`config.mk`:
```
export PLATFORM = sky130hd
export DESIGN_NAME = ffa_ram
export DESIGN_NICKNAME = d
export VERILOG_FILES = /design/src/hdl/assert_macros.svh /design/src/hdl/ffa_ram.sv
export SDC_FILE = /design/constraint.sdc
export NUM_CORES = 1
export LEC_CHECK = 0
export ABC_AREA = 1
export BUFFER_PORTS_ARGS = -buffer_cell sky130_fd_sc_hd__buf_2
export CAP_MARGIN = 20
export CORE_ASPECT_RATIO = 1.1
export CORE_MARGIN = 2
export CORE_UTILIZATION = 55
export CTS_BUF_LIST = sky130_fd_sc_hd__clkbuf_8
export DETAILED_ROUTE_END_ITERATION = 6
export HOLD_SLACK_MARGIN = 0.08
export MAX_ROUTING_LAYER = met4
export PLACE_DENSITY = 0.81
export SETUP_SLACK_MARGIN = 0.4
export SYNTH_ARGS = -nofsm -noshare
export SYNTH_HDL_FRONTEND = slang
export SYNTH_SLANG_ARGS = --single-unit
export TNS_END_PERCENT = 10
```
`constraint.sdc`:
```
create_clock -name clk -period 2.55 [get_ports clk]
set_input_delay 0.51 -clock clk [delete_from_list [all_inputs] [get_ports clk]]
set_output_delay 0.51 -clock clk [all_outputs]
set_load 0.01 [all_outputs]
```
`src/hdl/assert_macros.svh`:
```
// Assertion macros used by the allocator RTL
`ifndef ASSERT_MACROS_SVH
`define ASSERT_MACROS_SVH
// same-cycle implication
`define FFA_ASSERT_IMP(lbl, ante, cons, msg) \
    lbl: assert property (@(posedge clk) disable iff (!rst_n) (ante) |-> (cons)) \
        else $error(msg);
// next-cycle implication
`define FFA_ASSERT_NXT(lbl, ante, cons, msg) \
    lbl: assert property (@(posedge clk) disable iff (!rst_n) (ante) |=> (cons)) \
        else $error(msg);
`endif

```
`src/hdl/ffa_ram.sv`:
```
// Generic single-write, single-read RAM with registered read
module ffa_ram #(
    parameter int WIDTH = 8,
    parameter int DEPTH = 16
) (
    input  logic                     clk,
    input  logic                     we,
    input  logic [$clog2(DEPTH)-1:0] waddr,
    input  logic [WIDTH-1:0]         wdata,
    input  logic [$clog2(DEPTH)-1:0] raddr,
    output logic [WIDTH-1:0]         rdata
);
    logic [WIDTH-1:0] mem [DEPTH];

    always_ff @(posedge clk)
    begin
        if (we)
        begin
            mem[waddr] <= wdata;
        end
        rdata <= mem[raddr];
    end
endmodule

```
==> flow_summary.ini, run 1 <==
[run_status]
status = complete, no violations

[floorplan]
row_count = 39
core_area_sq_um = 10300
initial_utilization = 0.560
pin_count = 26
fp.dieW_microns = 102
die_area_sq_um = 11300
dieHeight_microns = 111

[routing]
finalWirelength_microns = 12400
drc = 0
drt_iter0_markers = 365
viasPerCell = 5.28
firstDrtPassIters = 6
ant_nets = 0
wl_per_cell_microns = 17.0
num_vias = 3862

[synth]
synth_area_leader_cell = edfxtp_1
synth_common_cells = 173 x nand2_1, 128 x edfxtp_1, 100 x inv_1
synthFlopType = edfxtp_1
synth_edf_count = 128
synth_seq_area_share = 0.694
yosysMostFrequentCell = nand2_1
ys_top_cells_by_area = edfxtp_1 67%, nand2_1 11%, nand3_1 8.4%
yosysWarnings = 0
postSynth.asyncResetShare = 0
syn_inst = 551
syn-num-nets = 569
synth.distinct_cells = 12
syn-cell-area_sq_um = 5770
ys_ff_latch = 136
yosys.area.top_type_share = 0.667
syn_avg_cell_area_sq_um = 10.5

[cells_and_area]
diodes = 0
syn_to_final_growth_pct = 9.96
final_area_sq_um = 6340
stdcell_count = 731
final_core_util = 0.616
multi_input_area_sq_um = 1210
n_fill_cell = 798
nets = 593
drive_gt1_frac = 0.102
final-seq-area_sq_um = 4000

[global_route]
met3_usage = 0.0578
grt_util_met2 = 0.374
grt_pass1_vias = 3845
use_met1 = 0.300
grt.overflow.total = 0
grt_use_total = 0.244
grt_pass1_wl_microns = 19700
grt_max_degree = 65
busiest_layer = met2
antenna_found_initial = 0

[placement]
placement.cell_area_sq_um = 5950
gp_congestion = 0.852
dp_slack_ns = 0.603
portBuffers = 25
dpl.cell_count = 699
dpl.hpwl_microns = 7470

[timing]
worstMarginPinSlew_ns = 0.870
hold_violations = 0
slew_viol_final = 0
slew_headroom = 0.418
fmax_ghz = 0.651
setup_tns_ns = 0
finalCriticalPeriod_ns = 1.54
rsz0062_at_grt = false
worst_clock_skew_ns = 0.00973
fin_crit_sh = 0.602
fin_ws_ns = 1.01
setup-violations-final = 0

[critical_path]
cp.arrival_ns = 1.60
required_ns = 2.62
crit_fanout = 8
crit_type = in2reg
cp-start-kind = primary input
end_kind = flip-flop

[cts]
insertion_delay_ns = 0.44
numCtsBuffers = 17
cts_setup_buffers = 0
cts_hold_buf = 0
ctsRootBufferMaster = clkbuf_8
clk_pin_slew_ns = 0.07
cts_tree = yes
cts_sinks = 136
htree_num_levels = 4
cts_max_path_buffers = 2
cts-resized-gates = 0

[power_and_ir_drop]
ir_drop_mv = 0.518
power_density_nw_per_um2 = 720
total_leakage_power_nw = 2.73

[job]
cap_violations = 0

[hold_path]
hp-class = in2reg
==> critical path, stage by stage <==
cell and delay (ns):
buf_2 0.12, nand3b_1 0.26, nor2_1 0.72
==> layout by cell type (no fill, tap or decap) <==
cell type / n
clkinv_1: 3
dfxtp_1: 8
buf_2: 25
inv_2: 2
nor2_1: 17
bufinv_16: 3
nand3b_1: 2
buf_12: 1
clkbuf_8: 17
inv_1: 100
clkinv_2: 4
nand2_1: 173
nand3_1: 97
clkinv_4: 1
edfxtp_1: 128
buf_4: 3
clkinvlp_4: 4
==> routing by layer <==
metal | part of all wire | wire length (microns)
met1 | 0.39 | 4870
met2 | 0.49 | 6060
met3 | 0.079 | 980
met4 | 0.041 | 510
met5 | 0 | 0
==> through the flow <==
stage               power, mW  hold slack (ns)
finish                   4.57            0.437
global route             4.71            0.441
CTS                      4.57            0.409
detailed placement       2.86            0.667
global placement         2.85            0.652
floorplan                2.74            0.607
==> sequential cells by signal, summed over array words and instances (netlist names) <==
name and flops:
mem 128, rdata 8
==> kinds of logic (layout without fill, tap and decap cells) <==
kind of cell	count (synthesis)	after routing	synth area share
AND/OR/NAND/NOR	289	289	0.210
flip-flops	136	136	0.694
buffers and inverters	126	163	0.0952
==> final cells by class <==
| class | instances | area share |
|---|---|---|
| clock buffer | 17 | 0.0369 |
| sequential | 136 | 0.631 |
| inverter | 102 | 0.0604 |
| tap | 143 | 0.0282 |
| clock inverter | 15 | 0.0253 |
| timing repair buffer | 29 | 0.0264 |
| multi-input combinational | 289 | 0.191 |
==> path summary, 6_finish.rpt <==
| path | slack [ns] | cells after the start | endpoint | from |
|---|---|---|---|---|
| setup reg to reg | 1.51 | 6 | rdata[4]$_DFF_P_ | mem[3][4]$_DFFE_PP_ |
| hold reg to reg | 0.68 | 6 | rdata[7]$_DFF_P_ | mem[6][7]$_DFFE_PP_ |
| setup / recovery | 1.01 | 3 | mem[4][2]$_DFFE_PP_ | waddr[3] |
| hold / removal | 0.44 | 3 | rdata[3]$_DFF_P_ | raddr[3] |
==> report_power, final <==
group | switching [mW] | total [mW] | internal (mW) | leakage [nW]
combinational | 0.216 | 0.299 | 0.0828 | 1.31
sequential | 0.0175 | 2.51 | 2.50 | 1.22
clock | 0.808 | 1.76 | 0.948 | 0.190
(Power assumes the default switching activity.)
==> run 2: changes to the inputs <==
Settings changed: ABC_AREA 1 to 0, PLACE_DENSITY 0.81 to 0.85.
Clock period 2.55 ns to 1.3 ns, I/O delays scaled along.
==> run 2 against run 1 <==
The run now ends with negative setup slack left. Utilization increased by 6.1 points. Final area decreased by 1.7%. Total power increased by 100%. Highest routed layer unchanged. Register-to-register slack got worse by 1.5 ns. Worst setup slack got worse by 1.0 ns. Sequential cell count unchanged. Area after synthesis decreased by 11%.
==> flow_summary.ini, run 2 <==
[timing]
worstMarginPinSlew_ns = 1.08
finalCriticalPeriod_ns = 1.31
worst_clock_skew_ns = 0.0123
setup_tns_ns = -0.00788
rsz0062_at_grt = true
hold_violations = 0
fmax_ghz = 0.765
slew_viol_final = 0
fin_ws_ns = -0.00788
fin_crit_sh = 1.01
slew_headroom = 0.274
setup-violations-final = 1

[routing]
wl_per_cell_microns = 23.7
ant_nets = 0
firstDrtPassIters = 5
viasPerCell = 5.97
drc = 0
finalWirelength_microns = 10100
drt_iter0_markers = 221
num_vias = 2551

[floorplan]
dieHeight_microns = 105
pin_count = 26
core_area_sq_um = 9210
row_count = 37
initial_utilization = 0.559
die_area_sq_um = 10200
fp.dieW_microns = 96.2

[critical_path]
cp.arrival_ns = 1.61
timing.rr.start = mem[7][2]$_DFFE_PP_
crit_end = rdata[2]$_DFF_P_
crit_type = reg2reg
end_kind = flip-flop
path_cells = mux4_2 -> a22oi_2 -> nand2_1
cpMaxStageDelayCell = mux4_2
path_buf_inv = 0
r2r-end = rdata[2]$_DFF_P_
critPathTopFamily = multiplexers
r2r_setup_slack_ns = -0.008
max_stage_delay_ns = 0.55
required_ns = 1.61
critPathLaunch = mem[7][2]$_DFFE_PP_
ff2ff_path_depth = 3
crit_cells = 3
crit_fanout = 1
cp-start-kind = flip-flop

[cells_and_area]
diodes = 0
final_cell_mix = 128 x edfxtp_1, 32 x mux4_2, 25 x buf_6, 18 x clkbuf_8, 18 x buf_2
final_core_util = 0.676
drive_gt1_frac = 0.484
nets = 315
largest_reg_flops = 128
reg_top3 = mem x128, rdata x8
stdcell_count = 427
syn_to_final_growth_pct = 21.1
final_common_cell = edfxtp_1
final_area_sq_um = 6230
n_fill_cell = 535
largest_register = mem

[power_and_ir_drop]
ir_drop_mv = 0.879
power_mw = 9.14
power_density_nw_per_um2 = 1470
total_leakage_power_nw = 2.08

[synth]
ys_top_cells_by_area = edfxtp_1 75%, mux4_2 7.9%, mux4_1 7.1%
postSynth.asyncResetShare = 0
yosysWarnings = 0
synth.distinct_cells = 19
synth_area_leader_cell = edfxtp_1
synth_edf_count = 128
syn_inst = 229
syn-num-nets = 247
yosysMostFrequentCell = edfxtp_1
ys_ff_latch = 136
syn-cell-area_sq_um = 5150
synth_seq_area_share = 0.778
synthFlopType = edfxtp_1
synth_common_cells = 128 x edfxtp_1, 18 x mux4_2, 16 x a22oi_1
yosys.area.top_type_share = 0.747
syn_avg_cell_area_sq_um = 22.5

[cts]
cts_sinks = 136
cts_setup_buffers = 0
numCtsBuffers = 17
ctsRootBufferMaster = clkbuf_8
htree_num_levels = 4
cts_tree = yes
cts_max_path_buffers = 2
cts_hold_buf = 0
insertion_delay_ns = 0.42
clk_pin_slew_ns = 0.08

[global_route]
grt_pass1_vias = 2674
grt_use_total = 0.221
grt.overflow.total = 0
grt_max_degree = 18
antenna_found_initial = 0
grt_pass1_wl_microns = 15000

[placement]
dpl.cell_count = 395
gp_congestion = 0.812
placement.cell_area_sq_um = 5610
dpl.hpwl_microns = 6660
portBuffers = 25

[run_status]
violations = negative setup slack
status = complete, but fails checks

[job]
cap_violations = 0

[hold_path]
hp-class = in2reg
==> run 2: changes by cell type after synthesis, moves of 4 or more <==
cell	previous run	this run
nor3_1	0	4
mux4_1	0	14
buf_2	13	3
a22oi_1	0	16
inv_1	100	0
mux4_2	0	18
nand2_1	173	9
nand3_1	97	1
nor2_1	17	13
==> run 2: timing repair <==
| item | in CTS | in global routing |
|---|---|---|
| gates resized for setup | 5 | 45 |
| pin swaps | 2 | 15 |
| endpoints found under the setup margin | 104 | 125 |
==> run 2: how the worst min path moves through the flow <==
stage                                start  slack [ns]                  end  depth (start not counted)
final                             wdata[5]        0.22  mem[5][5]$_DFFE_PP_                          1
after detailed placement  rdata[2]$_DFF_P_        0.66             rdata[2]                          1
after global placement            wdata[4]        0.65  mem[7][4]$_DFFE_PP_                          1
after global routing              wdata[5]        0.20  mem[5][5]$_DFFE_PP_                          1
after floorplan                   wdata[0]        0.36  mem[0][0]$_DFFE_PP_                          0
after CTS                         wdata[7]        0.20  mem[2][7]$_DFFE_PP_                          1
==> run 2: per-layer routing <==
metal	routed length [microns]	share of wire	vias to the layer above	track usage
met5	0	0	-	-
met4	159	0.016	0	0.0786
li1	-	-	1097	-
met2	5240	0.52	130	0.322
met3	723	0.072	15	0.0722
met1	3990	0.39	1309	0.298
==> run 2: power by group <==
| group | leakage (nW) | switching (mW) | internal (mW) |
|---|---|---|---|
| sequential | 1.22 | 0.0365 | 4.90 |
| combinational | 0.639 | 0.299 | 0.265 |
| clock | 0.217 | 1.52 | 2.12 |
==> run 2: final cells by class <==
type                    count  area [sq um]  area share
well taps                 117           146      0.0235
multi-input cells          83          1120       0.179
repair buffers             59           529      0.0849
clock buffers              18           248      0.0398
flip-flops and latches    136          4010       0.643
clock inverters            14           183      0.0293
==> run 2: cells by family after synthesis <==
group                  synth area share
AOI/OAI and AO/OA                0.0233
buffers and inverters            0.0168
DFF                               0.778
muxes                             0.150
and+or+nand+nor                  0.0318
==> run 2: stage by stage <==
stage          setup slack [ns]  hold WS, ns
2_1_floorplan           -0.0630        0.359
3_3_place_gp             -0.349        0.648
3_5_place_dp             -0.382        0.659
4_1_cts                  0.0169        0.198
5_1_grt                 -0.0281        0.202
6_report               -0.00788        0.224
